$ cat config.mk
export PLATFORM = sky130hd
export DESIGN_NAME = ppd_fifo
export DESIGN_NICKNAME = d
export VERILOG_FILES = /design/src/design/ppd_fifo.sv
export SDC_FILE = /design/constraint.sdc
export NUM_CORES = 1
export LEC_CHECK = 0
export BUFFER_PORTS_ARGS = -buffer_cell sky130_fd_sc_hd__buf_2
export CORE_UTILIZATION = 55
export DETAILED_ROUTE_END_ITERATION = 8
export PLACE_DENSITY = 0.78
export SLEW_MARGIN = 20
export SYNTH_ARGS = -nofsm -noshare
export SYNTH_HDL_FRONTEND = slang
export SYNTH_SLANG_ARGS = --single-unit
$ cat constraint.sdc
create_clock -name i_clk -period 2.49 [get_ports i_clk]
set_clock_uncertainty 0.2 [all_clocks]
set_input_delay 0.1245 -clock i_clk [delete_from_list [all_inputs] [get_ports i_clk]]
set_output_delay 0.1245 -clock i_clk [all_outputs]
set_load 0.02 [all_outputs]
$ cat src/design/ppd_fifo.sv
// Small register-based queue with a fill count, used between front and back
// and on the result side. Uses no package.
module ppd_fifo #(
    parameter int WIDTH = 8,
    parameter int DEPTH = 4,
    localparam int AW = (DEPTH > 1) ? $clog2(DEPTH) : 1,
    localparam int CW = $clog2(DEPTH + 1)
) (
    input  logic             i_clk,
    input  logic             i_rst_n,
    input  logic             i_push,
    input  logic [WIDTH-1:0] i_data,
    output logic             o_full,
    input  logic             i_pop,
    output logic [WIDTH-1:0] o_data,
    output logic             o_empty,
    output logic [CW-1:0]    o_count
);

    logic [WIDTH-1:0] r_mem [DEPTH];
    logic [AW-1:0]    r_wr;
    logic [AW-1:0]    r_rd;
    logic [CW-1:0]    r_count;
    logic [AW-1:0]    n_wr;
    logic [AW-1:0]    n_rd;
    logic [CW-1:0]    n_count;

    // Advance pointers with wrap at the depth
    always_comb begin
        n_wr = (r_wr == AW'(DEPTH - 1)) ? '0 : r_wr + 1'b1;
        n_rd = (r_rd == AW'(DEPTH - 1)) ? '0 : r_rd + 1'b1;
        case ({i_push, i_pop})
            2'b10:   n_count = r_count + 1'b1;
            2'b01:   n_count = r_count - 1'b1;
            default: n_count = r_count;
        endcase
    end

    // Hold pointers and count
    always_ff @(posedge i_clk) begin
        if (!i_rst_n) begin
            r_wr    <= '0;
            r_rd    <= '0;
            r_count <= '0;
        end else begin
            if (i_push) begin
                r_wr <= n_wr;
            end
            if (i_pop) begin
                r_rd <= n_rd;
            end
            r_count <= n_count;
        end
    end

    // Store pushed data
    always_ff @(posedge i_clk) begin
        if (i_push) begin
            r_mem[r_wr] <= i_data;
        end
    end

    assign o_data  = r_mem[r_rd];
    assign o_full  = (r_count == CW'(DEPTH));
    assign o_empty = (r_count == '0);
    assign o_count = r_count;

endmodule

* Word-level counts from Yosys, hierarchy flattened
Memories as Yosys holds them, arrays and structs flattened. A register that Yosys moved wholly into a read port is not among the register bits. Index checks and enable logic that the tools add are counted.
Storage, ports and cells: bits in registers 7, bits in writable memories 32, bits of input ports 12, word-level logic and storage cells 22, memories 1
Memory list:
- r_mem | depth 4, bits a word 8, read ports 1, clocked after memory_dff 1, wr ports 1, line 20 | logic [WIDTH-1:0] r_mem [DEPTH];
Cells by class: $add $sub $neg 4, equal/unequal tests 5, multiplexer cells 7, reductions and logical operators 2
Operators with widths (number):
- 2-bit 2-to-1 mux | 4
- 2-bit equality test (second input constant) | 3
- 3-bit case mux with 2 select lines | 1
- 2-bit by 1-bit adder with 2-bit output (second input constant) | 2
- 3-bit by 1-bit adder with 3-bit output (second input constant) | 1
- 3-bit equality test (second input constant) | 1
- 3-bit logical NOT | 1
- 3-bit by 1-bit subtractor with 3-bit output (second input constant) | 1
- 2-bit by 1-bit equality test with 1-bit output (second input constant) | 1
- 1-bit 2-to-1 mux | 2
- 2-bit nonzero test | 1

* Logic depth before layout (Yosys ltp)
word-level depth 4, depth in mapped cells 7, depth with buffers taken out 7

* Worst setup path after synthesis
Ideal clock, no wire load.
path type flip-flop to flip-flop, start point register r_count[0] (netlist: o_count[0]), end point register r_count[2] (netlist: o_count[2]), arrival 1.573 ns, setup slack 0.647 ns, cell stages (with the launch flop) 6, path buffers 0, period minus slack after synthesis 1.843 ns, cells stage by stage dfxtp_1 -> inv_1 -> fa_1 -> xor2_1 -> or3_1 -> a21boi_1
Between the ends: cells in the longest elaborated chain, start to end 2, elaborated cells on any way between the ends 3, classes of those cells 2 x add/sub; 1 x mux
Ends and longest elaborated chain:
- start, declared | line 23 | logic [CW-1:0] r_count;
- start signal, assigned | line 52 | r_count <= n_count;
- 3-bit by 1-bit subtractor with 3-bit output / 3-bit by 1-bit adder with 3-bit output (equally long branches) | line 34, 33
- 3-bit case mux with 2 select lines (*) | line 32 | case ({i_push, i_pop})
Mark *: on every way between the ends. The rest lies on a longest branch, timed or not. A chain may end at the register's enable or synchronous reset.

==> insert_results.sql <==
INSERT INTO impl_metrics (metric_group, metric, value, unit) VALUES
('critical_path', 'critPathSlowestCell', 'sky130_fd_sc_hd__dfxtp_1', ''),
('grt', 'groute.usage.overall', '0.177', ''),
('layout', 'design.final.nets', '149', ''),
('placed_design', 'dpl.cell_count', '142', ''),
('floorplanning', 'floorplan.initialDensity', '0.583', ''),
('flow_run', 'max_cap_violations', '0', ''),
('synthesis', 'synth-compound-area-share', '0.0185', ''),
('worst_hold_path', 'hold_class', 'primary input to flip-flop', ''),
('timing', 'timing.final.hold_violations', '0', ''),
('layout', 'insertedDiodeCount', '0', ''),
('timing', 'timing.slew.headroom', '0.634', ''),
('placed_design', 'hpwl', '1580', 'µm'),
('timing', 'timing.fmax', '476', 'MHz'),
('critical_path', 'timing.critical_path.arrival', '1.78', 'ns'),
('grt', 'antenna_found_initial', '0', ''),
('floorplanning', 'coreArea', '0.00278', 'mm²'),
('timing', 'report.final.slew_viol_count', '0', ''),
('pwr', 'power.internal', '970', 'µW'),
('detailed_routing', 'route.antenna.remaining_nets', '0', ''),
('layout', 'area_growth_syn_to_layout', '19.4', '%'),
('critical_path', 'nature_of_the_critical_path_startpoint', 'flip-flop', ''),
('grt', 'overflow', '0', ''),
('critical_path', 'crit_buf_inv', '1', ''),
('clocking', 'cts_max_path_buffers', '2', ''),
('layout', 'instances_no_fill', '162', ''),
('pwr', 'power.share.clock', '0.238', ''),
('placed_design', 'routabilityCongestion', '0.663', ''),
('timing', 'layout_worst_path_cycle_share', '0.844', ''),
('placed_design', 'port_buffers', '24', ''),
('run_status', 'run_status', 'finished, final reports clean', ''),
('pwr', 'switching_power_total', '324', 'µW'),
('clocking', 'cts.clk_slew.worst_paths', '0.11', 'ns'),
('layout', 'layout.core_utilization', '0.696', ''),
('detailed_routing', 'drt-vias-per-instance', '5.40', ''),
('critical_path', 'max_stage_delay', '0.68', 'ns'),
('critical_path', 'setup.worst_path.end_class', 'output pin', ''),
('timing', 'finalCriticalPeriod', '2.10', 'ns'),
('critical_path', 'worst_path_dominant_cell_family', 'flip-flops', ''),
('layout', 'final_layout_size_suffix_gt1_frac', '0.298', ''),
('detailed_routing', 'violation_count_after_the_first_detailed_route_iteration', '15', ''),
('synthesis', 'synth_nets', '108', ''),
('layout', 'seqCellArea', '0.00114', 'mm²'),
('synthesis', 'synth_top_family_by_area', 'multiplexers', ''),
('pwr', 'combPwrFrac', '0.145', ''),
('synthesis', 'post_synth_inst_count', '89', ''),
('synthesis', 'avgSynthCellArea', '18.2', 'µm²'),
('timing', 'transition_time_of_the_tightest_slew_check_pin', '0.548', 'ns'),
('clocking', 'cts_tree', 'done', ''),
('clocking', 'cts_repair_resize_count', '0', ''),
('clocking', 'cts_setup_buffers', '0', ''),
('pwr', 'sw_frac_of_total', '0.250', ''),
('synthesis', 'synth.area.mux_share', '0.123', ''),
('layout', 'n_fill_cell', '193', ''),
('synthesis', 'synth_xor_xnor_area_share', '0.0108', ''),
('timing', 'finalSetupViolations', '0', ''),
('detailed_routing', 'post_drt_wl_per_cell', '14.9', 'µm'),
('detailed_routing', 'via_count', '875', ''),
('clocking', 'clk-insertion-delay-late', '0.34', 'ns'),
('placed_design', 'dp_worst_setup_slack', '0.612', 'ns'),
('floorplanning', 'fp.dieH', '56.3', 'µm'),
('pwr', 'sequentialPowerShare', '0.617', ''),
('detailed_routing', 'firstDrtPassIters', '5', ''),
('timing', 'postLayoutSetupSlackWorst', '0.388', 'ns'),
('grt', 'grt_first_pass_wirelength', '4070', 'µm'),
('floorplanning', 'total_number_of_placement_rows', '19', ''),
('pwr', 'p_leak', '0.000727', 'µW'),
('timing', 'grt_setup_unrepaired', 'no', ''),
('synthesis', 'cell_area_after_technology_mapping', '0.00162', 'mm²'),
('floorplanning', 'ios', '25', ''),
('synthesis', 'synth.lib_cells_used.distinct', '22', ''),
('synthesis', 'synthesized_area_fraction_occupied_by_and_or_nand_nor_cells', '0.0610', '');
==> path summary, 6_finish.rpt <==
kind              start          end  slack, ns  cells past startpoint
min           i_data[3]  r_mem[0][3]       0.34                      2
max           flip-flop    o_data[3]       0.39                      2
max reg2reg  o_count[0]   o_count[2]       0.64                      5
min reg2reg  o_count[2]   o_count[2]       0.36                      2
==> per-stage QoR <==
step / hold WS, ns / total power (µW) / instance area, µm²
after floorplan: 0.0234 / 929 / 1620
final: 0.336 / 1290 / 1940
after CTS: 0.310 / 1310 / 1940
after global routing: 0.331 / 1360 / 1940
after global placement: 0.135 / 979 / 1760
after detailed placement: 0.147 / 989 / 1760
==> layer usage <==
layer  global-route usage  vias to the layer above  part of all wire
li1                     -                      415                 -
met1                0.214                      424              0.44
met2                0.284                       29              0.49
met3               0.0530                        7             0.048
met4                0.105                        0             0.024
met5                    0                        -                 0
==> cells by family (layout without fill, tap and decap cells) <==
group           Yosys count  in the layout
flops                    41             41
compound gates            5              5
simple gates             16             16
buf+inv                   8             50
mux                      10             10
xor+xnor                  2              2
fa+ha+maj                 7              7
==> power by group through the flow <==
stage | clock, µW | combinational [µW] | sequential, µW
5_1_grt | 347 | 204 | 804
3_5_place_dp | 0 | 174 | 815
6_report | 307 | 188 | 798
2_1_floorplan | 0 | 119 | 810
3_3_place_gp | 0 | 167 | 812
4_1_cts | 320 | 189 | 799
==> cell type report <==
type / instances / share of cell area
Clock buffer: 6 / 0.0213
Clock inverter: 2 / 0.00517
Inverter: 6 / 0.0116
Multi-Input combinational cell: 40 / 0.228
Sequential cell: 41 / 0.590
Tap cell: 31 / 0.0200
Timing Repair Buffer: 36 / 0.124
==> synth_stat cells, drive strengths merged <==
cell | number | area (µm²)
a21boi | 1 | 7.51
a21oi | 1 | 5.00
and2 | 6 | 37.5
and3 | 1 | 6.26
buf | 1 | 11.3
clkbuf | 1 | 5.00
dfxtp | 9 | 180
edfxtp | 32 | 961
fa | 1 | 20.0
ha | 6 | 75.1
inv | 6 | 22.5
mux2i | 2 | 20.0
mux4 | 8 | 180
nand2 | 1 | 3.75
nor2b | 4 | 25.0
nor3 | 1 | 5.00
nor3b | 2 | 15.0
o21a | 1 | 7.51
o21ai | 2 | 10.0
or3 | 1 | 6.26
xnor2 | 1 | 8.76
xor2 | 1 | 8.76
==> state kept, by name, summed over array words and instances, names as in the netlist, named ones only <==
| name | count |
|---|---|
| r_mem | 32 |
| r_rd | 2 |
| r_wr | 2 |
| o_count | 3 |
==> layout by cell type, fill, tap and decap left out <==
cell type,count
sky130_fd_sc_hd__nor3_1,1
sky130_fd_sc_hd__mux2i_1,2
sky130_fd_sc_hd__clkbuf_1,1
sky130_fd_sc_hd__o21ai_0,2
sky130_fd_sc_hd__nor3b_1,2
sky130_fd_sc_hd__ha_1,6
sky130_fd_sc_hd__dlygate4sd3_1,12
sky130_fd_sc_hd__o21a_1,1
sky130_fd_sc_hd__inv_1,6
sky130_fd_sc_hd__a21boi_1,1
sky130_fd_sc_hd__fa_1,1
sky130_fd_sc_hd__clkinv_2,2
sky130_fd_sc_hd__dfxtp_1,9
sky130_fd_sc_hd__mux4_2,8
sky130_fd_sc_hd__xnor2_1,1
sky130_fd_sc_hd__edfxtp_1,32
sky130_fd_sc_hd__nor2b_1,4
sky130_fd_sc_hd__and2_1,6
sky130_fd_sc_hd__nand2_1,1
sky130_fd_sc_hd__buf_2,24
sky130_fd_sc_hd__clkbuf_4,5
sky130_fd_sc_hd__a21oi_1,1
sky130_fd_sc_hd__or3_1,1
sky130_fd_sc_hd__xor2_1,1
sky130_fd_sc_hd__and3_1,1
Power figures use the tool's default switching activity.
