### config.mk
export PLATFORM = sky130hd
export DESIGN_NAME = ppd_front
export DESIGN_NICKNAME = d
export VERILOG_FILES = /design/src/design/ppd_pkg.sv /design/src/design/ppd_front.sv
export SDC_FILE = /design/constraint.sdc
export NUM_CORES = 1
export LEC_CHECK = 0
export BUFFER_PORTS_ARGS = -buffer_cell sky130_fd_sc_hd__buf_2
export CAP_MARGIN = 20
export CORE_MARGIN = 2
export CORE_UTILIZATION = 40
export DETAILED_ROUTE_END_ITERATION = 8
export PLACE_DENSITY = 0.77
export SYNTH_ARGS = -nofsm -noshare
export SYNTH_HDL_FRONTEND = slang
export SYNTH_SLANG_ARGS = --single-unit
### constraint.sdc
create_clock -name i_clk -period 1.45 [get_ports i_clk]
set_input_delay 0.435 -clock i_clk [delete_from_list [all_inputs] [get_ports i_clk]]
set_output_delay 0.435 -clock i_clk [all_outputs]
set_load 0.05 [all_outputs]
### src/design/ppd_pkg.sv
// Package for the palette pixel phosphor decay block: item types, register
// indexes, queue sizes and the 6-to-8 bit color widening function.
// Depends on nothing; the top, front and back refer to it by scoped names.
package ppd_pkg;

    // Register indexes on the configuration port
    localparam logic REG_EFFECT_ON = 1'b0;
    localparam logic REG_DECAY     = 1'b1;

    // Reset value of the decay factor
    localparam logic [7:0] DECAY_RESET = 8'd214;

    // Queue sizes between front and back, and on the result side
    localparam int CMD_DEPTH = 4;
    localparam int OUT_DEPTH = 4;
    localparam int OUT_CNT_W = $clog2(OUT_DEPTH + 1);

    // Kind of an accepted item
    typedef enum logic {
        KIND_PIXEL     = 1'b0,
        KIND_PAL_WRITE = 1'b1
    } t_kind;

    // Colors: index 2 is red, 1 is green, 0 is blue
    typedef logic [2:0][5:0] t_rgb6;
    typedef logic [2:0][7:0] t_rgb8;

    // Classified item passed from the front to the back
    typedef struct packed {
        t_kind       kind;
        logic        glow;   // pixel that reads and updates its accumulator
        logic [15:0] pos;
        logic [7:0]  idx;
        t_rgb6       rgb;
    } t_cmd;

    // Widen a 6-bit component by replicating its top bits
    function automatic logic [7:0] widen6(logic [5:0] c);
        return {c, c[5:4]};
    endfunction

endpackage

### src/design/ppd_front.sv
// Front end: registers an accepted item, classifies it as palette write or
// pixel, flags pixels that use the accumulator, and feeds the command queue.
// Depends on ppd_pkg.
module ppd_front #(
    parameter int FRAME_PIXELS = 64000
) (
    input  logic          i_clk,
    input  logic          i_rst_n,
    input  logic          i_accept,
    input  logic          i_effect_on,
    input  logic          i_mode,
    input  logic [15:0]   i_pixel_position,
    input  logic [7:0]    i_color_index,
    input  logic [5:0]    i_pal_red,
    input  logic [5:0]    i_pal_green,
    input  logic [5:0]    i_pal_blue,
    output logic          o_ready,
    input  logic          i_q_full,
    output logic          o_q_push,
    output ppd_pkg::t_cmd o_q_cmd
);

    logic          r_valid;
    ppd_pkg::t_cmd r_cmd;
    ppd_pkg::t_cmd n_cmd;
    logic          w_inside;

    // Classify the incoming item
    always_comb begin
        w_inside   = (32'(i_pixel_position) < 32'(FRAME_PIXELS));
        n_cmd.kind = ppd_pkg::t_kind'(i_mode);
        n_cmd.glow = (n_cmd.kind == ppd_pkg::KIND_PIXEL) && i_effect_on && w_inside;
        n_cmd.pos  = i_pixel_position;
        n_cmd.idx  = i_color_index;
        n_cmd.rgb  = {i_pal_red, i_pal_green, i_pal_blue};
    end

    assign o_q_push = r_valid && !i_q_full;
    assign o_ready  = !r_valid || !i_q_full;
    assign o_q_cmd  = r_cmd;

    // Hold the item until the queue takes it
    always_ff @(posedge i_clk) begin
        if (!i_rst_n) begin
            r_valid <= 1'b0;
        end else if (i_accept) begin
            r_valid <= 1'b1;
        end else if (o_q_push) begin
            r_valid <= 1'b0;
        end
    end

    always_ff @(posedge i_clk) begin
        if (i_accept) begin
            r_cmd <= n_cmd;
        end
    end

endmodule

# Word-level counts from Yosys, hierarchy flattened
# Cells that the tools add are included.
# op_classes
n_addsub	0
n_mul	0
n_div	0
order_cmp	1
eq_ne	0
shifts	0
n_mux	2
n_bitwise	1
reduce_logical	7
# op_table
cell	count
$lt A16 B16 Y1 const B	1
$logic_and A1 B1 Y1	3
$logic_not A1 Y1	2
$mux W1	2
$reduce_bool A2 Y1	1
$logic_or A1 B1 Y1	1
$not A1 Y1	1
# totals
reg_bits	45
latchBits	0
ramBits	0
romBits	0
out_inout_bits	46
word_cells	19
mem_count	0

# Longest topological paths before layout
# Gate-level depths: netlist of the first run.
# logic_depth
ltp_word	4
depth_mapped	2
depth_no_buf	2

# Worst setup path before layout of the first run
# OpenSTA, ideal clock, no wires.
# synth_path
kind	in2out
start	input port i_q_full
end	output port o_q_push
t_arrival_ns	1.124
required_ns	1.015
path_slack_ns	-0.109
path_stages	1
path_buffers	0
path_cell_list	nor2b_1
# synth_between
elab_chain_cells	2
# synth_lines
element	line	source
start, declared	ppd_front.sv:18	input logic i_q_full,
$logic_not A1 Y1	ppd_front.sv:38	assign o_q_push = r_valid && !i_q_full;
$logic_and A1 B1 Y1	ppd_front.sv:38	
end, declared	ppd_front.sv:19	output logic o_q_push,
# Every way passes these cells.

# Final worst setup path of the first run
# layout_path
start	register r_valid
end	output port o_q_push
# layout_between
elab_chain_cells	1
# layout_lines
element	line	source
start, declared	ppd_front.sv:23	logic r_valid;
start signal, assigned	ppd_front.sv:45	r_valid <= 1'b0;
start signal, assigned	ppd_front.sv:47	r_valid <= 1'b1;
start signal, assigned	ppd_front.sv:49	r_valid <= 1'b0;
$logic_and A1 B1 Y1	ppd_front.sv:38	
# Every way passes these cells.

==> parameters.txt, run 1 <==
Parameter                              Value

Logic synthesis
  Sequential area share after synthesis ... 96.66%
  Area share of the largest cell type after synthesis ... 95.22%
  Leading cell types by total area after synthesis ... edfxtp_1, dfxtp_1, nor2b_1
  Ys async rst share ... 0%
  Mux share of post-synthesis cell area ... 0%
  Synthesized net count ... around 100
  Post-synth top flop ... edfxtp_1
  Leading cell type by number of instances after synthesis ... edfxtp_1
  Number of enable-type register cells in the synthesized netlist ... 44
  Warnings, synthesis ... 0
  Simple logic cell fraction of the synthesized area ... under 10%
  Library cell with the largest summed area after synthesis ... edfxtp_1
  Cells after Synth ... 53
  Post-synthesis register bit count ... 45
  Library cells used by synthesis ... 9
  Fraction of the mapped netlist area in compound gates ... 1.443%
  Adder-cell area share of the yosys netlist ... 0%
  Syn_area_per_cell ... 26.18 sq um
  Parity-gate share of the synthesized area counting xor and xnor cells ... 0%
  Top cells by count, synth ... edfxtp_1, nor2b_1
  Combinational family with the most area after synthesis ... simple AND/OR/NAND/NOR gates
  Total standard cell area after synthesis ... 1388 sq um

Clocking
  Clock buffers created by TritonCTS ... 5
  Count of hold buffers inserted by post-cts repair ... 0
  Number of post-CTS setup repair buffers ... 0
  Latest clock arrival within the worst-skew pair ... ~0.35 ns
  TritonCTS clock tree ... built
  H-tree lvl count ... 2
  Deepest clock path buffer count ... 2
  CTS sink count ... 45
  Clock slew at reported path FFs ... 0.14 ns
  Root buf cell ... clkbuf_4

Floorplan
  Die X ... roughly 63 um
  Placeable core region ... 3337 sq um
  Die area ... 3956 sq um
  Die span in y ... between 60 and 70 um
  Initial Utilization ... 41.58%
  Rows ... 21
  I/O pin total ... 94

Pwr
  Static leakage ... 0.0009133 uW
  Maximum vdd ir drop ... 0.0008757 V
  Overall power consumption ... 2930 uW
  Power density over the cells ... 1390 nW/um^2

Worst setup path
  Critical Path AT ... 1.03 ns
  Data required time of the worst path ... 1.02 ns
  Worst setup path class ... reg -> out
  CP endpoint kind ... output pin
  Crit path launch type ... flop
  Maximum fanout count along the critical path ... 3

Route
  Count of nets left with antenna violations after detail routing ... 0
  Via total after detailed routing ... 872
  Per-cell via count in the routed design ... 4.317
  Initial drt markers ... 7
  DRC errors left ... 0
  Number of iterations in the first detailed-routing pass ... 2
  Routed WL per cell ... 13.45 um
  Total wire length after detailed routing ... 2716 um

Timing
  Layout Skew ... 0 ns
  Worst Max-Slew Pin Slew ... 0.2628 ns
  Least setup slack across all paths after layout ... -0.01072 ns
  Maximum achievable frequency ... 684.6 MHz
  Worst hold slack ... about 0.24 ns
  Minimum clock period after layout ... 1.461 ns
  Number of endpoints with negative hold slack in the final report ... 0
  Number of pins with negative max-slew slack in the final report ... 0
  Final period util ... 100.7%
  Final setup vio count ... 1
  Worst slew margin relative to its limit ... 82.60%
  RSZ-0062 raised after global routing ... yes

Hold path
  Worst hold path class ... in -> reg

Cells and area
  Layout Area Growth over Synthesis ... 51.94%
  Footprint of the multi-input gates ... 50.05 sq um
  NumNets Final ... 203
  Post-Layout Inst Area ... ~2100 sq um
  Fillers ... 260
  Antenna diode count ... 0
  Fraction of layout instances using a drive strength above 1 ... 67.31%
  Flip-flop and latch area ... ~1300 sq um

Global route
  Overall overflow remaining after global route ... 0
  All-Layer GR Usage ... 14.25%
  Maximum number of pins on one net before global-route repair ... 26
  Initial antenna violation count ... 0
  Via count of the first global-routing pass ... 908
  Global-route wire length before repair ... 3953 um

Outcome
  Status ... finished, violations left
  Failing checks ... setup timing

Placement
  Placed standard-cell area ... 1953 sq um
  Worst Setup Slack post-DPL ... 0.1200 ns
  Final GP Congestion ... around 0.67
  Detail Placement HPWL ... 2019 um
  PortBufs ... 93

Flow run
  Number of max-cap violations ... 0
## per-layer routing
| layer | part of all wire (%) | vias to the layer above | GRT usage, % | routed length (um) |
|---|---|---|---|---|
| met5 | 0 | - | 0 | 0 |
| met4 | 2.5 | 0 | 10.00 | 69 |
| met3 | 12 | 8 | 8.108 | 330 |
| met2 | 52 | 60 | 25.13 | 1414 |
| met1 | 33 | 387 | 11.50 | 902 |
| li1 | - | 417 | - | - |
## what timing repair did
item / in CTS / in global routing
hold endpoints to repair: 0 / 0
gates resized for setup: 5 / 38
setup endpoints to repair: 2 / 19
## cell usage in the layout (no fill, tap or decap)
cell        Yosys  layout
a21oi_1         1       1
buf_12          0       2
buf_2           0      73
buf_4           0      15
buf_6           0       4
bufinv_16       0       1
clkbuf_4        0       6
clkinv_4        0       1
clkinvlp_4      0       1
dfxtp_2         0       1
edfxtp_1       44      44
inv_1           1       1
nand2_1         1       1
nand4_1         1       1
nor2b_1         2       1
nor2b_4         0       1
o211a_1         1       1
o21ai_0         1       1
## layout make-up
type	instances	share of cell area, %
clock inverters	3	2.196
flip-flops and latches	45	63.68
inverters	1	0.1780
multi-input cells	7	2.374
well taps	46	2.730
clock buffers	5	1.780
repair buffers	95	27.06
## flip-flops by register name, indices dropped and copies added, names as in the netlist
register  flops
o_q_cmd      44
r_valid       1
## cells by family (layout without fill, tap and decap cells)
kind of cell,count (synthesis),count (layout)
DFF,45,45
and+or+nand+nor,4,4
AOI/OAI and AO/OA,3,3
buffers and inverters,1,104
## where the power goes
part / total [uW] / internal [uW] / switching [uW] / leakage, uW
registers: 1560 / 1540 / 25.3 / 0.000439
logic: 596 / 155 / 441 / 0.000433
clock network: 771 / 365 / 406 / 0.0000414
## critical path: stages (launching register included)
cell and delay (ns):
dfxtp_2 0.37, nor2b_4 0.14, buf_6 0.16
## through the flow
step | util, % | instances | setup TNS [ns]
finish | 63.18 | 202 | -0.01072
global route | 63.18 | 202 | -0.08279
CTS | 61.49 | 202 | -0.0008222
detailed placement | 58.53 | 194 | 0
global placement | 58.53 | 194 | 0
floorplan | - | 53 | 0
## final timing paths
kind	startpoint	endpoint	slack, ns	cells past startpoint
worst min-delay path	i_color_index[1]	o_q_cmd[19]	0.24	1
worst max register to register	r_valid	r_valid	0.81	2
worst max-delay path	r_valid	o_q_push	-0.01	2
worst min register to register	r_valid	r_valid	0.56	2
Power figures use the tool's default switching activity.
==> inputs of run 2 (changes only) <==
--- a/config.mk
+++ b/config.mk
@@ -8,9 +8,8 @@
 export BUFFER_PORTS_ARGS = -buffer_cell sky130_fd_sc_hd__buf_2
 export CAP_MARGIN = 20
 export CORE_MARGIN = 2
-export CORE_UTILIZATION = 40
+export CORE_UTILIZATION = 30
 export DETAILED_ROUTE_END_ITERATION = 8
-export PLACE_DENSITY = 0.77
 export SYNTH_ARGS = -nofsm -noshare
 export SYNTH_HDL_FRONTEND = slang
 export SYNTH_SLANG_ARGS = --single-unit
==> run 2 against run 1 <==
  * The run now ends clean
  * Hold slack gained 0.072 ns
  * Critical path type unchanged
  * Wire length shrank 1.5%
  * Power grew 4.8%
  * First-iteration DRC count grew 43%
  * Sequential share of layout area grew 1.1 points
  * Flip-flop and latch count is the same
  * Clock skew is the same
  * Largest cell class unchanged
  * Global-route usage shrank 3.6 points
  * Largest power group unchanged
==> parameters.txt, run 2 (synthesis results as in run 1) <==
Parameter                              Value

Timing
  Total negative setup slack ... 0 ns (+0.01072 ns)
  Worst Max-Slew Pin Slew ... 0.2645 ns (+0.001636 ns)
  Maximum achievable frequency ... 727.9 MHz (+6.3%)
  Layout Skew ... 0 ns (unchanged)
  Final setup vio count ... 0 (-1)
  Number of pins with negative max-slew slack in the final report ... 0 (unchanged)
  RSZ-0062 raised after global routing ... no
  Minimum clock period after layout ... 1.374 ns (-0.08691 ns)
  Number of endpoints with negative hold slack in the final report ... 0 (unchanged)
  Worst slew margin relative to its limit ... 82.49% (-0.11 points)
  Final period util ... 94.75% (-6.0 points)

Global route
  Most utilized layer in the global route result ... met2
  All-Layer GR Usage ... 10.66% (-3.6 points)
  Met1 track demand over resource ... 9.251% (-2.2 points)
  Overall overflow remaining after global route ... 0 (unchanged)
  Initial antenna violation count ... 0 (unchanged)
  Met3 global-route usage ... 7.639% (-0.47 points)
  Met2 Usage GRT ... 18.31% (-6.8 points)
  Global-route wire length before repair ... 3981 um (+0.71%)
  Via count of the first global-routing pass ... 890 (-2.0%)
  Maximum number of pins on one net before global-route repair ... 29 (+12%)

Worst setup path
  Worst R2R Path Depth ... 2 (unchanged)
  CP endpoint kind ... output pin
  Worst setup path class ... reg -> out
  Critical Path AT ... 0.94 ns (-0.09 ns)
  Data required time of the worst path ... 1.02 ns (about the same)
  R2r endpoint ... r_valid
  Maximum fanout count along the critical path ... 3 (unchanged)
  Worst reg2reg setup slack ... 0.82 ns (about the same)
  Start of the worst register-to-register path ... r_valid
  Crit path launch type ... flop

Cells and area
  Layout Area Growth over Synthesis ... 49.32%
  Flip-flop count of the largest register after layout ... 44 (unchanged)
  NumNets Final ... 203 (unchanged)
  Leading cell types in the layout, fill and taps excluded ... buf_2, edfxtp_1, clkbuf_8
  Antenna diode count ... 0 (unchanged)
  Fraction of layout instances using a drive strength above 1 ... 67.31% (unchanged)
  Post-Layout Inst Area ... 2072 sq um (-1.7%)
  Most common cell after layout, fill and taps aside ... buf_2

Hold path
  Min-Delay Endpoint ... o_q_cmd[14]
  Launch instance of the worst min-delay path ... i_pal_red[2]
  Hold-critical path depth ... 1 (unchanged)
  Worst hold path class ... in -> reg

Floorplan
  Placeable core region ... 4414 sq um (+32%)
  Initial Utilization ... 31.43% (-10 points)
  Rows ... 24 (+14%)
  Die span in y ... 72.01 um (+14%)
  I/O pin total ... 94 (unchanged)
  Die area ... 5185 sq um (+31%)
  Die X ... 72.01 um (+14%)

Route
  Total wire length after detailed routing ... 2675 um (-1.5%)
  Count of nets left with antenna violations after detail routing ... 0 (unchanged)
  Routed WL per cell ... 12.86 um (-4.4%)
  Via total after detailed routing ... 854 (-2.1%)
  Per-cell via count in the routed design ... 4.106 (-4.9%)
  Number of iterations in the first detailed-routing pass ... 3 (+1)
  DRC errors left ... 0 (unchanged)
  Initial drt markers ... 10 (+3)

Clocking
  H-tree lvl count ... 2 (unchanged)
  Number of post-CTS setup repair buffers ... 0 (unchanged)
  Count of hold buffers inserted by post-cts repair ... 0 (unchanged)
  CTS sink count ... 45 (unchanged)
  Clock slew at reported path FFs ... 0.09 ns (-0.05 ns)
  Deepest clock path buffer count ... 2 (unchanged)
  TritonCTS clock tree ... built
  Clock buffers created by TritonCTS ... 5 (unchanged)
  Post-cts resize count ... 2 (-3)
  Root buf cell ... clkbuf_8
  Latest clock arrival within the worst-skew pair ... 0.29 ns (-0.06 ns)

Pwr
  Power density over the cells ... 1482 nW/um^2 (+6.7%)
  Maximum vdd ir drop ... 0.0007770 V (-11%)
  Static leakage ... 0.0009033 uW (-1.1%)

Placement
  Placed standard-cell area ... 1948 sq um (-0.26%)
  Detail Placement HPWL ... 2141 um (+6.0%)
  PortBufs ... 93 (unchanged)
  Final GP Congestion ... 0.6676 (-0.18%)

Outcome
  Status ... finished clean

Flow run
  Number of max-cap violations ... 0 (unchanged)
==> run 2: final cells by class <==
cell class,instances,area [sq um]
fill,400,2342
sequential,45,1343
timing repair buffer,95,499.2
clock buffer,5,68.82
tap,52,65.06
clock inverter,3,47.55
multi-input combinational,7,45.04
inverter,1,3.754
==> run 2: critical path: stages (launching register included) <==
cell and delay (ns):
dfxtp_2 0.34, nor2b_2 0.14, buf_6 0.16
==> run 2: per-stage QoR <==
stage	power [uW]	hold slack [ns]	instances	util, %	setup slack (ns)
2_1_floorplan	1967	0.4861	53	-	0.1498
3_3_place_gp	2146	0.5099	200	44.13	0.1217
3_5_place_dp	2158	0.5531	200	44.13	0.09710
4_1_cts	3113	0.2975	208	46.91	0.01413
5_1_grt	3192	0.2872	208	46.94	0.004741
6_report	3071	0.3108	208	46.94	0.07619
==> run 2: how the worst max path moves through the flow <==
stage             start  endpoint  slack, ns  cells after the start
2_1_floorplan  i_q_full  o_q_push       0.15                      1
3_3_place_gp   i_q_full  o_q_push       0.12                      3
3_5_place_dp   i_q_full  o_q_push        0.1                      3
4_1_cts         r_valid  o_q_push       0.01                      2
5_1_grt         r_valid  o_q_push      0.005                      2
6_report        r_valid  o_q_push       0.08                      2
==> run 2: power by group <==
group / total (uW) / internal, uW / switching, uW
clock network: 948 / 525 / 423
registers: 1560 / 1540 / 22.8
logic: 562 / 123 / 439
total: 3070 / 2190 / 885
==> run 2: routing by layer <==
| metal | routed length, um | up-vias | share of wire [%] |
|---|---|---|---|
| met5 | 0 | - | 0 |
| met4 | 25 | 0 | 0.93 |
| met3 | 414 | 2 | 15 |
| met2 | 1427 | 59 | 53 |
| met1 | 807 | 381 | 30 |
| li1 | - | 412 | - |
